<file path="src/hw/rtl/itra_pkg.sv">
// Package for the radix ASCII converter: widths, character codes, the digit
// to ASCII function and the request, response and queue entry types used by
// the modules. No dependencies.
`timescale 1ns / 1ps

package itra_pkg;

  localparam int unsigned ValueBits  = 64;
  localparam int unsigned NumberW    = 64;
  localparam int unsigned MagW       = ValueBits - 1;
  localparam int unsigned BaseW      = 6;
  localparam int unsigned RemW       = BaseW + 1;
  localparam int unsigned CharW      = 7;
  localparam int unsigned DigitSlots = 64;
  localparam int unsigned IdxW       = 6;
  localparam int unsigned CntW       = 7;
  localparam int unsigned DivStep    = 8;
  localparam int unsigned DivPasses  = (MagW + DivStep - 1) / DivStep;
  localparam int unsigned DivW       = DivPasses * DivStep;
  localparam int unsigned PassW      = (DivPasses > 1) ? $clog2(DivPasses) : 1;

  localparam logic [BaseW-1:0] RadixMin   = BaseW'(2);
  localparam logic [BaseW-1:0] RadixMax   = BaseW'(36);
  localparam logic [BaseW-1:0] DecimalTen = BaseW'(10);

  localparam logic [CharW-1:0] AsciiZero   = 7'h30;
  localparam logic [CharW-1:0] AsciiLowerA = 7'h61;
  localparam logic [CharW-1:0] AsciiMinus  = 7'h2d;

  typedef struct packed {
    logic [NumberW-1:0] number;
    logic [BaseW-1:0]   base;
  } req_t;

  typedef struct packed {
    logic [CharW-1:0] character;
    logic             last;
  } rsp_t;

  typedef struct packed {
    logic [MagW-1:0]  mag;
    logic [BaseW-1:0] base;
    logic             neg;
  } item_t;

  function automatic logic [CharW-1:0] ascii_of(input logic [BaseW-1:0] d);
    logic [CharW-1:0] c;
    if (d < DecimalTen) begin
      c = AsciiZero + CharW'(d);
    end else begin
      c = AsciiLowerA + CharW'(d - DecimalTen);
    end
    return c;
  endfunction

endpackage

</file>
<file path="src/hw/rtl/itra_front.sv">
// Front end of the radix ASCII converter: takes requests, clamps the radix,
// splits the value into sign and saturated magnitude. Depends on itra_pkg.
`timescale 1ns / 1ps

module itra_front (
  input  logic          start,
  input  itra_pkg::req_t req_i,
  input  logic          full_i,
  output logic          busy,
  output logic          push_o,
  output itra_pkg::item_t item_o
);
  import itra_pkg::*;

  logic [ValueBits-1:0] raw;
  logic [ValueBits-1:0] neg_raw;
  logic [ValueBits-1:0] sign_bit;
  logic [ValueBits-1:0] mag_full;
  logic                 neg;

  assign busy     = full_i;
  assign push_o   = start && !full_i;
  assign raw      = req_i.number[ValueBits-1:0];
  assign neg      = raw[ValueBits-1];
  assign neg_raw  = ~raw + ValueBits'(1);
  assign sign_bit = {1'b1, {(ValueBits-1){1'b0}}};

  always_comb begin
    if (!neg) begin
      mag_full = raw;
    end else if (neg_raw == sign_bit) begin
      mag_full = sign_bit - ValueBits'(1);
    end else begin
      mag_full = neg_raw;
    end
  end

  always_comb begin
    item_o.mag = mag_full[MagW-1:0];
    item_o.neg = neg;
    if (req_i.base < RadixMin) begin
      item_o.base = RadixMin;
    end else if (req_i.base > RadixMax) begin
      item_o.base = RadixMax;
    end else begin
      item_o.base = req_i.base;
    end
  end

endmodule

</file>
<file path="src/hw/rtl/itra_queue.sv">
// Two-entry queue between the front end and the conversion engine of the
// radix ASCII converter. Depends on itra_pkg.
`timescale 1ns / 1ps

module itra_queue (
  input  logic            clk_i,
  input  logic            rst_ni,
  input  logic            push_i,
  input  itra_pkg::item_t item_i,
  input  logic            pop_i,
  output logic            full_o,
  output logic            empty_o,
  output itra_pkg::item_t item_o
);
  import itra_pkg::*;

  item_t       slot_q [2];
  logic        wr_q, wr_d;
  logic        rd_q, rd_d;
  logic [1:0]  cnt_q, cnt_d;

  assign full_o  = (cnt_q == 2'd2);
  assign empty_o = (cnt_q == 2'd0);
  assign item_o  = slot_q[rd_q];

  always_comb begin
    wr_d  = wr_q;
    rd_d  = rd_q;
    cnt_d = cnt_q;
    if (push_i) begin
      wr_d = !wr_q;
    end
    if (pop_i) begin
      rd_d = !rd_q;
    end
    if (push_i && !pop_i) begin
      cnt_d = cnt_q + 2'd1;
    end else if (pop_i && !push_i) begin
      cnt_d = cnt_q - 2'd1;
    end
  end

  always_ff @(posedge clk_i or negedge rst_ni) begin
    if (!rst_ni) begin
      wr_q  <= 1'b0;
      rd_q  <= 1'b0;
      cnt_q <= 2'd0;
    end else begin
      wr_q  <= wr_d;
      rd_q  <= rd_d;
      cnt_q <= cnt_d;
    end
  end

  always_ff @(posedge clk_i) begin
    if (push_i) begin
      slot_q[wr_q] <= item_i;
    end
  end

endmodule

</file>
<file path="src/hw/rtl/itra_back.sv">
// Conversion engine of the radix ASCII converter: repeated division by the
// radix, eight quotient bits a cycle, digits kept in a local memory and sent
// out most significant first. Depends on itra_pkg.
`timescale 1ns / 1ps

module itra_back (
  input  logic            clk_i,
  input  logic            rst_ni,
  input  logic            empty_i,
  input  itra_pkg::item_t item_i,
  output logic            pop_o,
  output logic            valid_o,
  output itra_pkg::rsp_t  rsp_o
);
  import itra_pkg::*;

  localparam logic [2:0] StIdle = 3'd0;
  localparam logic [2:0] StDiv  = 3'd1;
  localparam logic [2:0] StSign = 3'd2;
  localparam logic [2:0] StRead = 3'd3;
  localparam logic [2:0] StOut  = 3'd4;

  logic [2:0]       state_q, state_d;
  logic [DivW-1:0]  div_q, div_d;
  logic [RemW-1:0]  rem_q, rem_d;
  logic [BaseW-1:0] base_q, base_d;
  logic             neg_q, neg_d;
  logic [CntW-1:0]  cnt_q, cnt_d;
  logic [IdxW-1:0]  idx_q, idx_d;
  logic [PassW-1:0] pass_q, pass_d;
  logic             valid_q, valid_d;
  rsp_t             rsp_q, rsp_d;

  logic [BaseW-1:0] mem_q [DigitSlots];
  logic [BaseW-1:0] rd_q;
  logic             wr_en;
  logic [RemW-1:0]  rem_v;
  logic [DivW-1:0]  div_v;
  logic             last_pass;

  always_comb begin
    rem_v = rem_q;
    div_v = div_q;
    for (int i = 0; i < DivStep; i++) begin
      rem_v = {rem_v[RemW-2:0], div_v[DivW-1]};
      div_v = {div_v[DivW-2:0], 1'b0};
      if (rem_v >= {1'b0, base_q}) begin
        rem_v    = rem_v - {1'b0, base_q};
        div_v[0] = 1'b1;
      end
    end
  end

  assign last_pass = (pass_q == PassW'(DivPasses - 1));
  assign wr_en     = (state_q == StDiv) && last_pass;
  assign pop_o     = (state_q == StIdle) && !empty_i;
  assign valid_o   = valid_q;
  assign rsp_o     = rsp_q;

  always_comb begin
    state_d = state_q;
    div_d   = div_q;
    rem_d   = rem_q;
    base_d  = base_q;
    neg_d   = neg_q;
    cnt_d   = cnt_q;
    idx_d   = idx_q;
    pass_d  = pass_q;
    valid_d = 1'b0;
    rsp_d   = rsp_q;
    unique case (state_q)
      StIdle: begin
        if (!empty_i) begin
          div_d   = DivW'(item_i.mag);
          rem_d   = '0;
          base_d  = item_i.base;
          neg_d   = item_i.neg;
          cnt_d   = '0;
          pass_d  = '0;
          state_d = StDiv;
        end
      end
      StDiv: begin
        div_d  = div_v;
        rem_d  = rem_v;
        pass_d = pass_q + PassW'(1);
        if (last_pass) begin
          rem_d  = '0;
          pass_d = '0;
          cnt_d  = cnt_q + CntW'(1);
          if (div_v == '0 || cnt_q == CntW'(DigitSlots - 1)) begin
            idx_d   = cnt_q[IdxW-1:0];
            state_d = neg_q ? StSign : StRead;
          end
        end
      end
      StSign: begin
        valid_d         = 1'b1;
        rsp_d.character = AsciiMinus;
        rsp_d.last      = 1'b0;
        state_d         = StOut;
      end
      StRead: begin
        state_d = StOut;
      end
      StOut: begin
        valid_d         = 1'b1;
        rsp_d.character = ascii_of(rd_q);
        rsp_d.last      = (idx_q == '0);
        if (idx_q == '0) begin
          state_d = StIdle;
        end else begin
          idx_d   = idx_q - IdxW'(1);
          state_d = StRead;
        end
      end
      default: begin
        state_d = StIdle;
      end
    endcase
  end

  always_ff @(posedge clk_i or negedge rst_ni) begin
    if (!rst_ni) begin
      state_q <= StIdle;
      cnt_q   <= '0;
      idx_q   <= '0;
      pass_q  <= '0;
      neg_q   <= 1'b0;
      valid_q <= 1'b0;
    end else begin
      state_q <= state_d;
      cnt_q   <= cnt_d;
      idx_q   <= idx_d;
      pass_q  <= pass_d;
      neg_q   <= neg_d;
      valid_q <= valid_d;
    end
  end

  always_ff @(posedge clk_i) begin
    div_q  <= div_d;
    rem_q  <= rem_d;
    base_q <= base_d;
    rsp_q  <= rsp_d;
  end

  always_ff @(posedge clk_i) begin
    if (wr_en) begin
      mem_q[cnt_q[IdxW-1:0]] <= rem_v[BaseW-1:0];
    end
    rd_q <= mem_q[idx_q];
  end

endmodule

</file>
<file path="src/hw/rtl/integer_to_radix_ascii.sv">
// Signed integer to radix ASCII converter, top level. Depends on itra_pkg,
// itra_front, itra_queue and itra_back. The engine pops a request from the
// queue, runs the division passes for each digit, then reads and sends each
// digit in turn, the sign sharing its slot with the first digit. The engine
// takes a new request only after the last character of the previous one, the
// two-entry queue holds the next ones and results cannot be stalled.
// Reset is asynchronous and clears control state but not the digit memory.
`timescale 1ns / 1ps

module integer_to_radix_ascii (
  input  logic           clk_i,
  input  logic           rst_ni,
  input  logic           start,
  output logic           busy,
  input  itra_pkg::req_t req_i,
  output logic           valid_o,
  output itra_pkg::rsp_t rsp_o
);
  import itra_pkg::*;

  logic  push;
  logic  pop;
  logic  full;
  logic  empty;
  item_t front_item;
  item_t queue_item;

  itra_front u_front (
    .start  (start),
    .req_i  (req_i),
    .full_i (full),
    .busy   (busy),
    .push_o (push),
    .item_o (front_item)
  );

  itra_queue u_queue (
    .clk_i   (clk_i),
    .rst_ni  (rst_ni),
    .push_i  (push),
    .item_i  (front_item),
    .pop_i   (pop),
    .full_o  (full),
    .empty_o (empty),
    .item_o  (queue_item)
  );

  itra_back u_back (
    .clk_i   (clk_i),
    .rst_ni  (rst_ni),
    .empty_i (empty),
    .item_i  (queue_item),
    .pop_o   (pop),
    .valid_o (valid_o),
    .rsp_o   (rsp_o)
  );

endmodule

</file>
<file path="config.mk">
export PLATFORM = sky130hd
export DESIGN_NAME = integer_to_radix_ascii
export DESIGN_NICKNAME = d
export VERILOG_FILES = /design/src/hw/rtl/itra_pkg.sv /design/src/hw/rtl/itra_front.sv /design/src/hw/rtl/itra_queue.sv /design/src/hw/rtl/itra_back.sv /design/src/hw/rtl/integer_to_radix_ascii.sv
export SDC_FILE = /design/constraint.sdc
export NUM_CORES = 1
export LEC_CHECK = 0
export BUFFER_PORTS_ARGS = -buffer_cell sky130_fd_sc_hd__buf_4
export CAP_MARGIN = 5
export CORE_AREA = 2 2 230 232
export CTS_BUF_LIST = sky130_fd_sc_hd__clkbuf_4
export CTS_CLUSTER_DIAMETER = 200
export DETAILED_ROUTE_END_ITERATION = 16
export DIE_AREA = 0 0 232 234
export GPL_ROUTABILITY_DRIVEN = 0
export PLACE_DENSITY = 0.82
export SETUP_SLACK_MARGIN = 0.2
export SYNTH_ARGS = -nofsm -noshare
export SYNTH_HDL_FRONTEND = slang
export SYNTH_SLANG_ARGS = --single-unit
</file>
<file path="constraint.sdc">
create_clock -name clk_i -period 20.5 [get_ports clk_i]
set_input_delay 1.025 -clock clk_i [delete_from_list [all_inputs] [get_ports clk_i]]
set_output_delay 1.025 -clock clk_i [all_outputs]
set_load 0.02 [all_outputs]
</file>
Word level (Yosys, flattened, before mapping) --
Memories as Yosys holds them, arrays and structs flattened. A register that Yosys moved wholly into a read port is not among the register bits. Cells that the tools add are included.
Storage, ports and cells: memory bits (read-only) 0, memories 2, input bits 73, RAM bits 524, output and inout bits 10, register bits after elaboration 109, bits in latches 0
Memories:
- u_back.mem_q | depth 64, bits a word 6, read ports 1, clocked after Yosys merged registers in 1, wr ports 1, line itra_back.sv:34 | logic [BaseW-1:0] mem_q [DigitSlots];
- u_queue.slot_q | depth 2, bits a word 70, read ports 1, clocked after Yosys merged registers in 0, wr ports 1, line itra_queue.sv:17 | item_t slot_q [2];
Cells by class: mux-type cells 49, order comparisons 11, $add $sub $neg 17, bitwise operators 2, shifts and indexed selects 0, reduce and logical (&&, ||, !) cells 27, div/mod/pow operators 0, eq/ne operators 12, $mul 0
Operators by type and width (number):
- $pmux W64 S2 | 1
- $mux W63 | 2
- $mux W6 | 14
- $add A64 B1 Y64 const B | 1
- $eq A64 B64 Y1 const B | 1
- $logic_not A64 Y1 | 1
- $mux W64 | 1
- $not A64 Y64 | 1
- $ge A7 B6 Y1 | 8
- $sub A6 B6 Y6 | 8
- $pmux W6 S2 | 2
- $mux W7 | 3
- $pmux W8 S2 | 1
- $mux W3 | 5
- $mux W1 | 14
- $pmux W7 S2 | 1
- $pmux W3 S4 | 1
- $reduce_bool A2 Y1 | 4
- $add A6 B6 Y7 const A | 1
- $add A7 B1 Y7 const B | 1
- $add A7 B7 Y7 const A | 1
- $eq A7 B6 Y1 const B | 1
- $sub A6 B4 Y7 const B | 1
- $eq A3 B2 Y1 const B | 2
- 25 further kinds | 42

Depth between registers and ports, before layout --
depth after elaboration 21, gate-level depth with buffers 83, mapped depth without buffers 80

Cells and area by module --
From an unflattened synthesis, not the netlist that was laid out.
Unflattened totals: cell total of the unflattened synthesis 2329, area total of the unflattened synthesis 31905.6 um^2
Modules (own cells, without submodules):
- itra_back | cells an instance 1480, instances 1, area an instance 22753.1 um^2, sequential area each 14699.1 um^2
- itra_queue | cells an instance 234, instances 1, area an instance 5589.1 um^2, sequential area each 4304.1 um^2
- itra_front | cells an instance 615, instances 1, area an instance 3563.4 um^2, sequential area each 0.0 um^2

Worst setup path before layout --
No wires, ideal clock.
kind reg2reg, start reg u_back.base_q[1], end mem u_back.mem_q[0][0], data pin, period minus slack after synthesis 18.984 ns, setup slack 1.516 ns, arrival time 18.417 ns, buffers on the path 4, cell stages (with the launch flop) 79, cell sequence edfxtp_1 -> inv_1 -> ha_1 -> a21o_1 -> a31oi_1 -> o21a_1 -> buf_2 -> mux2_2 -> ha_1 -> o21a_1 -> o31a_1 -> o31ai_1 -> o31ai_1 -> nor2_1 -> clkbuf_1 -> nor2_1 -> a21o_1 -> ha_1 -> [43 not listed] -> nand2b_1 -> a21o_1 -> a21o_1 -> a211o_1 -> inv_1 -> o31ai_4 -> mux2i_1 -> ha_1 -> a21o_1 -> a21o_1 -> a21o_1 -> a21o_1 -> a221oi_1 -> inv_1 -> a221oi_1 -> a21oi_1 -> a211oi_4 -> mux2i_1
Between the ends: word-level cells in the longest chain between the ends 16
RTL lines:
- from (decl) | line itra_back.sv:26 | logic [BaseW-1:0] base_q, base_d;
- from (signal assigned) | line itra_back.sv:144 | base_q <= base_d;
- $sub A6 B6 Y6 or $ge A7 B6 Y1 (tied branches) | line itra_back.sv:48, itra_back.sv:47
- $mux W6 | line itra_back.sv:47 | if (rem_v >= {1'b0, base_q}) begin
- $sub A6 B6 Y6 or $ge A7 B6 Y1 (tied branches) | line itra_back.sv:48, itra_back.sv:47
- $mux W6 | line itra_back.sv:47
- $sub A6 B6 Y6 or $ge A7 B6 Y1 (tied branches) | line itra_back.sv:48, itra_back.sv:47
- $mux W6 | line itra_back.sv:47
- $sub A6 B6 Y6 or $ge A7 B6 Y1 (tied branches) | line itra_back.sv:48, itra_back.sv:47
- $mux W6 | line itra_back.sv:47
- $sub A6 B6 Y6 or $ge A7 B6 Y1 (tied branches) | line itra_back.sv:48, itra_back.sv:47
- $mux W6 | line itra_back.sv:47
- $ge A7 B6 Y1 or $sub A6 B6 Y6 (tied branches) | line itra_back.sv:47, itra_back.sv:48
- $mux W6 | line itra_back.sv:47
- $sub A6 B6 Y6 or $ge A7 B6 Y1 (tied branches) | line itra_back.sv:48, itra_back.sv:47
- $mux W6 | line itra_back.sv:47
- $ge A7 B6 Y1 * | line itra_back.sv:47
- $mux W6 * | line itra_back.sv:47
- net u_back.rem_v[0] | line itra_back.sv:37 | logic [RemW-1:0] rem_v;
- to (decl) | line itra_back.sv:34
The timed path passes the listed nets; every way through them passes the cells marked *.

Final worst setup path --
start reg u_back.base_q[4], end reg u_back.rem_q[1], data pin
Between the ends: word-level cells in the longest chain between the ends 18
RTL lines:
- $sub A6 B6 Y6 or $ge A7 B6 Y1 (tied branches) | line itra_back.sv:48, itra_back.sv:47
- $mux W6 | line itra_back.sv:47
- $sub A6 B6 Y6 or $ge A7 B6 Y1 (tied branches) | line itra_back.sv:48, itra_back.sv:47
- $mux W6 | line itra_back.sv:47
- $ge A7 B6 Y1 or $sub A6 B6 Y6 (tied branches) | line itra_back.sv:47, itra_back.sv:48
- $mux W6 | line itra_back.sv:47
- $sub A6 B6 Y6 or $ge A7 B6 Y1 (tied branches) | line itra_back.sv:48, itra_back.sv:47
- $mux W6 | line itra_back.sv:47
- [3 not listed]
- $mux W6 | line itra_back.sv:47
- $ge A7 B6 Y1 or $sub A6 B6 Y6 (tied branches) | line itra_back.sv:47, itra_back.sv:48
- $mux W6 | line itra_back.sv:47
- $sub A6 B6 Y6 or $ge A7 B6 Y1 (tied branches) | line itra_back.sv:48, itra_back.sv:47
- $mux W6 * | line itra_back.sv:47
- net u_back.rem_v[1] | line itra_back.sv:37
- $mux W6 * | line itra_back.sv:87 | if (last_pass) begin
- $pmux W6 S2 * | line itra_back.sv:71 | unique case (state_q)
- to (signal assigned) | line itra_back.sv:143 | rem_q <= rem_d;
- to (decl) | line itra_back.sv:25 | logic [RemW-1:0] rem_q, rem_d;
Marked as above. A chain may end at the register's enable or synchronous reset.

==> results.md <==
- Worst Clk Skew: 75.4 ps
- Total I/O pin count: 83
- Max-cap violations: 0
- Initial antenna violation count: 1
- DRT Wirelength: 69,900 µm
- Die width: 232 µm
- Mapped Avg Cell Area: 14.1 µm²
- # nets final: 2,449
- Largest buffer count on any clock path: 3
- Synth Warn #: 0
- Synth unique cells: 89
- Main flop type after synthesis: edfxtp_1
- H-Tree Depth: 4
- Vias: 19,762
- EDFF count, synth: 608
- Final ANT Viol Nets: 0
- WP buf/inv: 10
- Setup violators final: 0
- Router iterations before antenna repair: 8
- Leakage: 12.0 nW
- Slew Viols, Final: 0
- WP data arrival: 20,070 ps
- Busiest grt layer: met2
- PD cells: 78.5 mW/mm²
- Final hold violation count: 0
- Seq/Total Area, Yosys: 62.6%
- DRC: 0
- WHS Path Cells: 1
- Critical path's top delay family: compound AO/OA/AOI/OAI gates
- Share of cells above drive strength 1: 23.0%
- Syn nets: 2,287
- GRT Total Usage: 26.0%
- Reg2Reg Depth: 80
- Most frequent cells in the layout: edfxtp_1 (608), clkbuf_4 (221), nand2_1 (184)
- Layout area overhead: 11.0%
- Status: finished, final reports clean
- DP HPWL: 46,300 µm
- Drt initial violations: 1,926
- Clock Pin Slew Worst Setup and Hold Paths: 80 ps
- M1 GR Usage: 32.4%
- Cts bufs inserted: 156
- Vias in the first global route: 19,501
- CP Capture Type: register
- I/O Buffers: 82
- CTS tree: built
- Fin util: 64.7%
- CP Depth: 80
- Slowest CP cell: a221oi_2
- Initial core utilization: 58.3%
- Core Box Area: 0.0520 mm²
- Slew HR: 24.2%
- Final Critical Period: 19,410 ps
- Worst Tran Pin Value: 1140 ps
- Met2 global-route usage: 44.3%
- Commonest non-fill, non-tap cell in the layout: edfxtp_1
- Mapped cell area: 0.0303 mm²
- Largest net degree at the start of global routing: 128
- Die height: 234 µm
- First-pass GRT wire length: 108,000 µm
- Async set-reset flop share out of synthesis: 3.91%
- Critical path type: register to register
- Clock root cell: clkbuf_4
- Crit path max fanout: 65
- RSZ-0062 raised after global routing: false
- Period utilization: 94.7%
- Row Count: 84
- Worst VDD drop: 53.4 µV
- Clock sink count: 639
- Wirelength per Cell: 22.5 µm
- Worst-skew pair later-pin latency: 920 ps
- DIE AREA: 0.0543 mm²
- Hold WC Path Type: input pin to register
- Post-DR vias/cell: 6.36
- Global routing usage on met3: 5.34%
- Grt ovf: 0
- Slowest stage delay, CP: 510 ps
- Final Total Pwr: 0.00264 W
- Startpoint types: register
- Critical Path RT: 21,160 ps
- Cells after Synth: 2,147
- Fmax: 51.5 MHz
- Yosys reg bits: 639
## cell type report
type                       count  area (µm²)
clock buffer                 221        1660
multi-input combinational   1339       10800
antenna                        1        2.50
inverter                      61         236
clock inverter                47         238
tap                          688         861
timing repair buffer         112         897
sequential                   639       19000
fill                        3610       18400
## flip-flops by register name, summed over array words and instances (netlist names)
register,count
u_back.idx_q,6
u_back.state_q,3
u_back.mem_q,384
u_back.rem_q,6
u_queue.wr_q,1
u_back.rd_q,6
u_queue.cnt_q,2
u_back.rsp_o,8
u_back.base_q,6
u_back.cnt_q,7
u_back.neg_q,1
u_queue.rd_q,1
u_back.div_q,64
u_queue.slot_q,140
u_back.valid_o,1
u_back.pass_q,3
## kinds of logic after synthesis
kind of cell	share of synthesized area, %
DFF	62.6
muxes	12.8
AOI/OAI and AO/OA	7.64
adders and majority gates	2.99
xor gates and xnor gates	1.93
buffers and inverters	2.22
and+or+nand+nor	9.83
## report_power, final
part / total (W) / internal [W] / switching, W / leakage [nW]
Sequential: 0.00151 / 0.00150 / 0.0000173 / 5.96
Combinational: 0.000126 / 0.0000399 / 0.0000861 / 4.89
Clock: 0.00101 / 0.000501 / 0.000504 / 1.13
Total: 0.00264 / 0.00204 / 0.000608 / 12.0
## stage by stage
| step | TNS (ps) | cells | hold WS, ps | instance area, µm² | setup slack [ps] |
|---|---|---|---|---|---|
| global placement | 0 | 2827 | 487 | 31600 | 1070 |
| floorplan | 0 | 2147 | 461 | 30300 | 1520 |
| finish | 0 | 3108 | 349 | 33700 | 1090 |
| global route | 0 | 3108 | 321 | 33700 | 188 |
| detailed placement | -25130 | 2827 | 501 | 31600 | -292 |
| CTS | 0 | 3097 | 286 | 33500 | 247 |
## cells in the mapped netlist, drive strengths merged, types with 43 or more instances
library cell | n | area (µm²)
edfxtp | 608 | 18300
nand2 | 186 | 703
o21ai | 155 | 776
nor2 | 154 | 583
mux4 | 126 | 2840
a21oi | 84 | 420
clkbuf | 76 | 287
mux2i | 74 | 741
ha | 59 | 738
inv | 59 | 221
nand3 | 43 | 220
## layer usage
layer | share of wire, % | up-vias
li1 | - | 8773
met1 | 37 | 9686
met2 | 51 | 1091
met3 | 8.1 | 212
met4 | 3.8 | 0
met5 | 0 | -
## worst paths after layout
check	startpoint	endpoint	slack [ps]
worst max-delay path	u_back.base_q[4]	u_back.rem_q[1]	1090
worst min-delay path	req_i[5]	u_queue.slot_q[1][6]	350
worst max register to register	u_back.base_q[4]	u_back.rem_q[1]	1090
worst min register to register	u_back.pass_q[1]	u_back.pass_q[1]	520
max in group asynchronous	rst_ni	u_back.idx_q[0]	19440
min in group asynchronous	rst_ni	u_back.state_q[2]	700
## repair_timing
action,4_1_cts,5_1_grt
hold endpoints to repair,10,0
hold buffers,1,0
setup buffers,0,10
pin swaps,0,2
setup endpoints to repair,390,399
gates cloned,1,0
gates resized for setup,3,14
No activity file was read; power rests on OpenSTA's default activity.
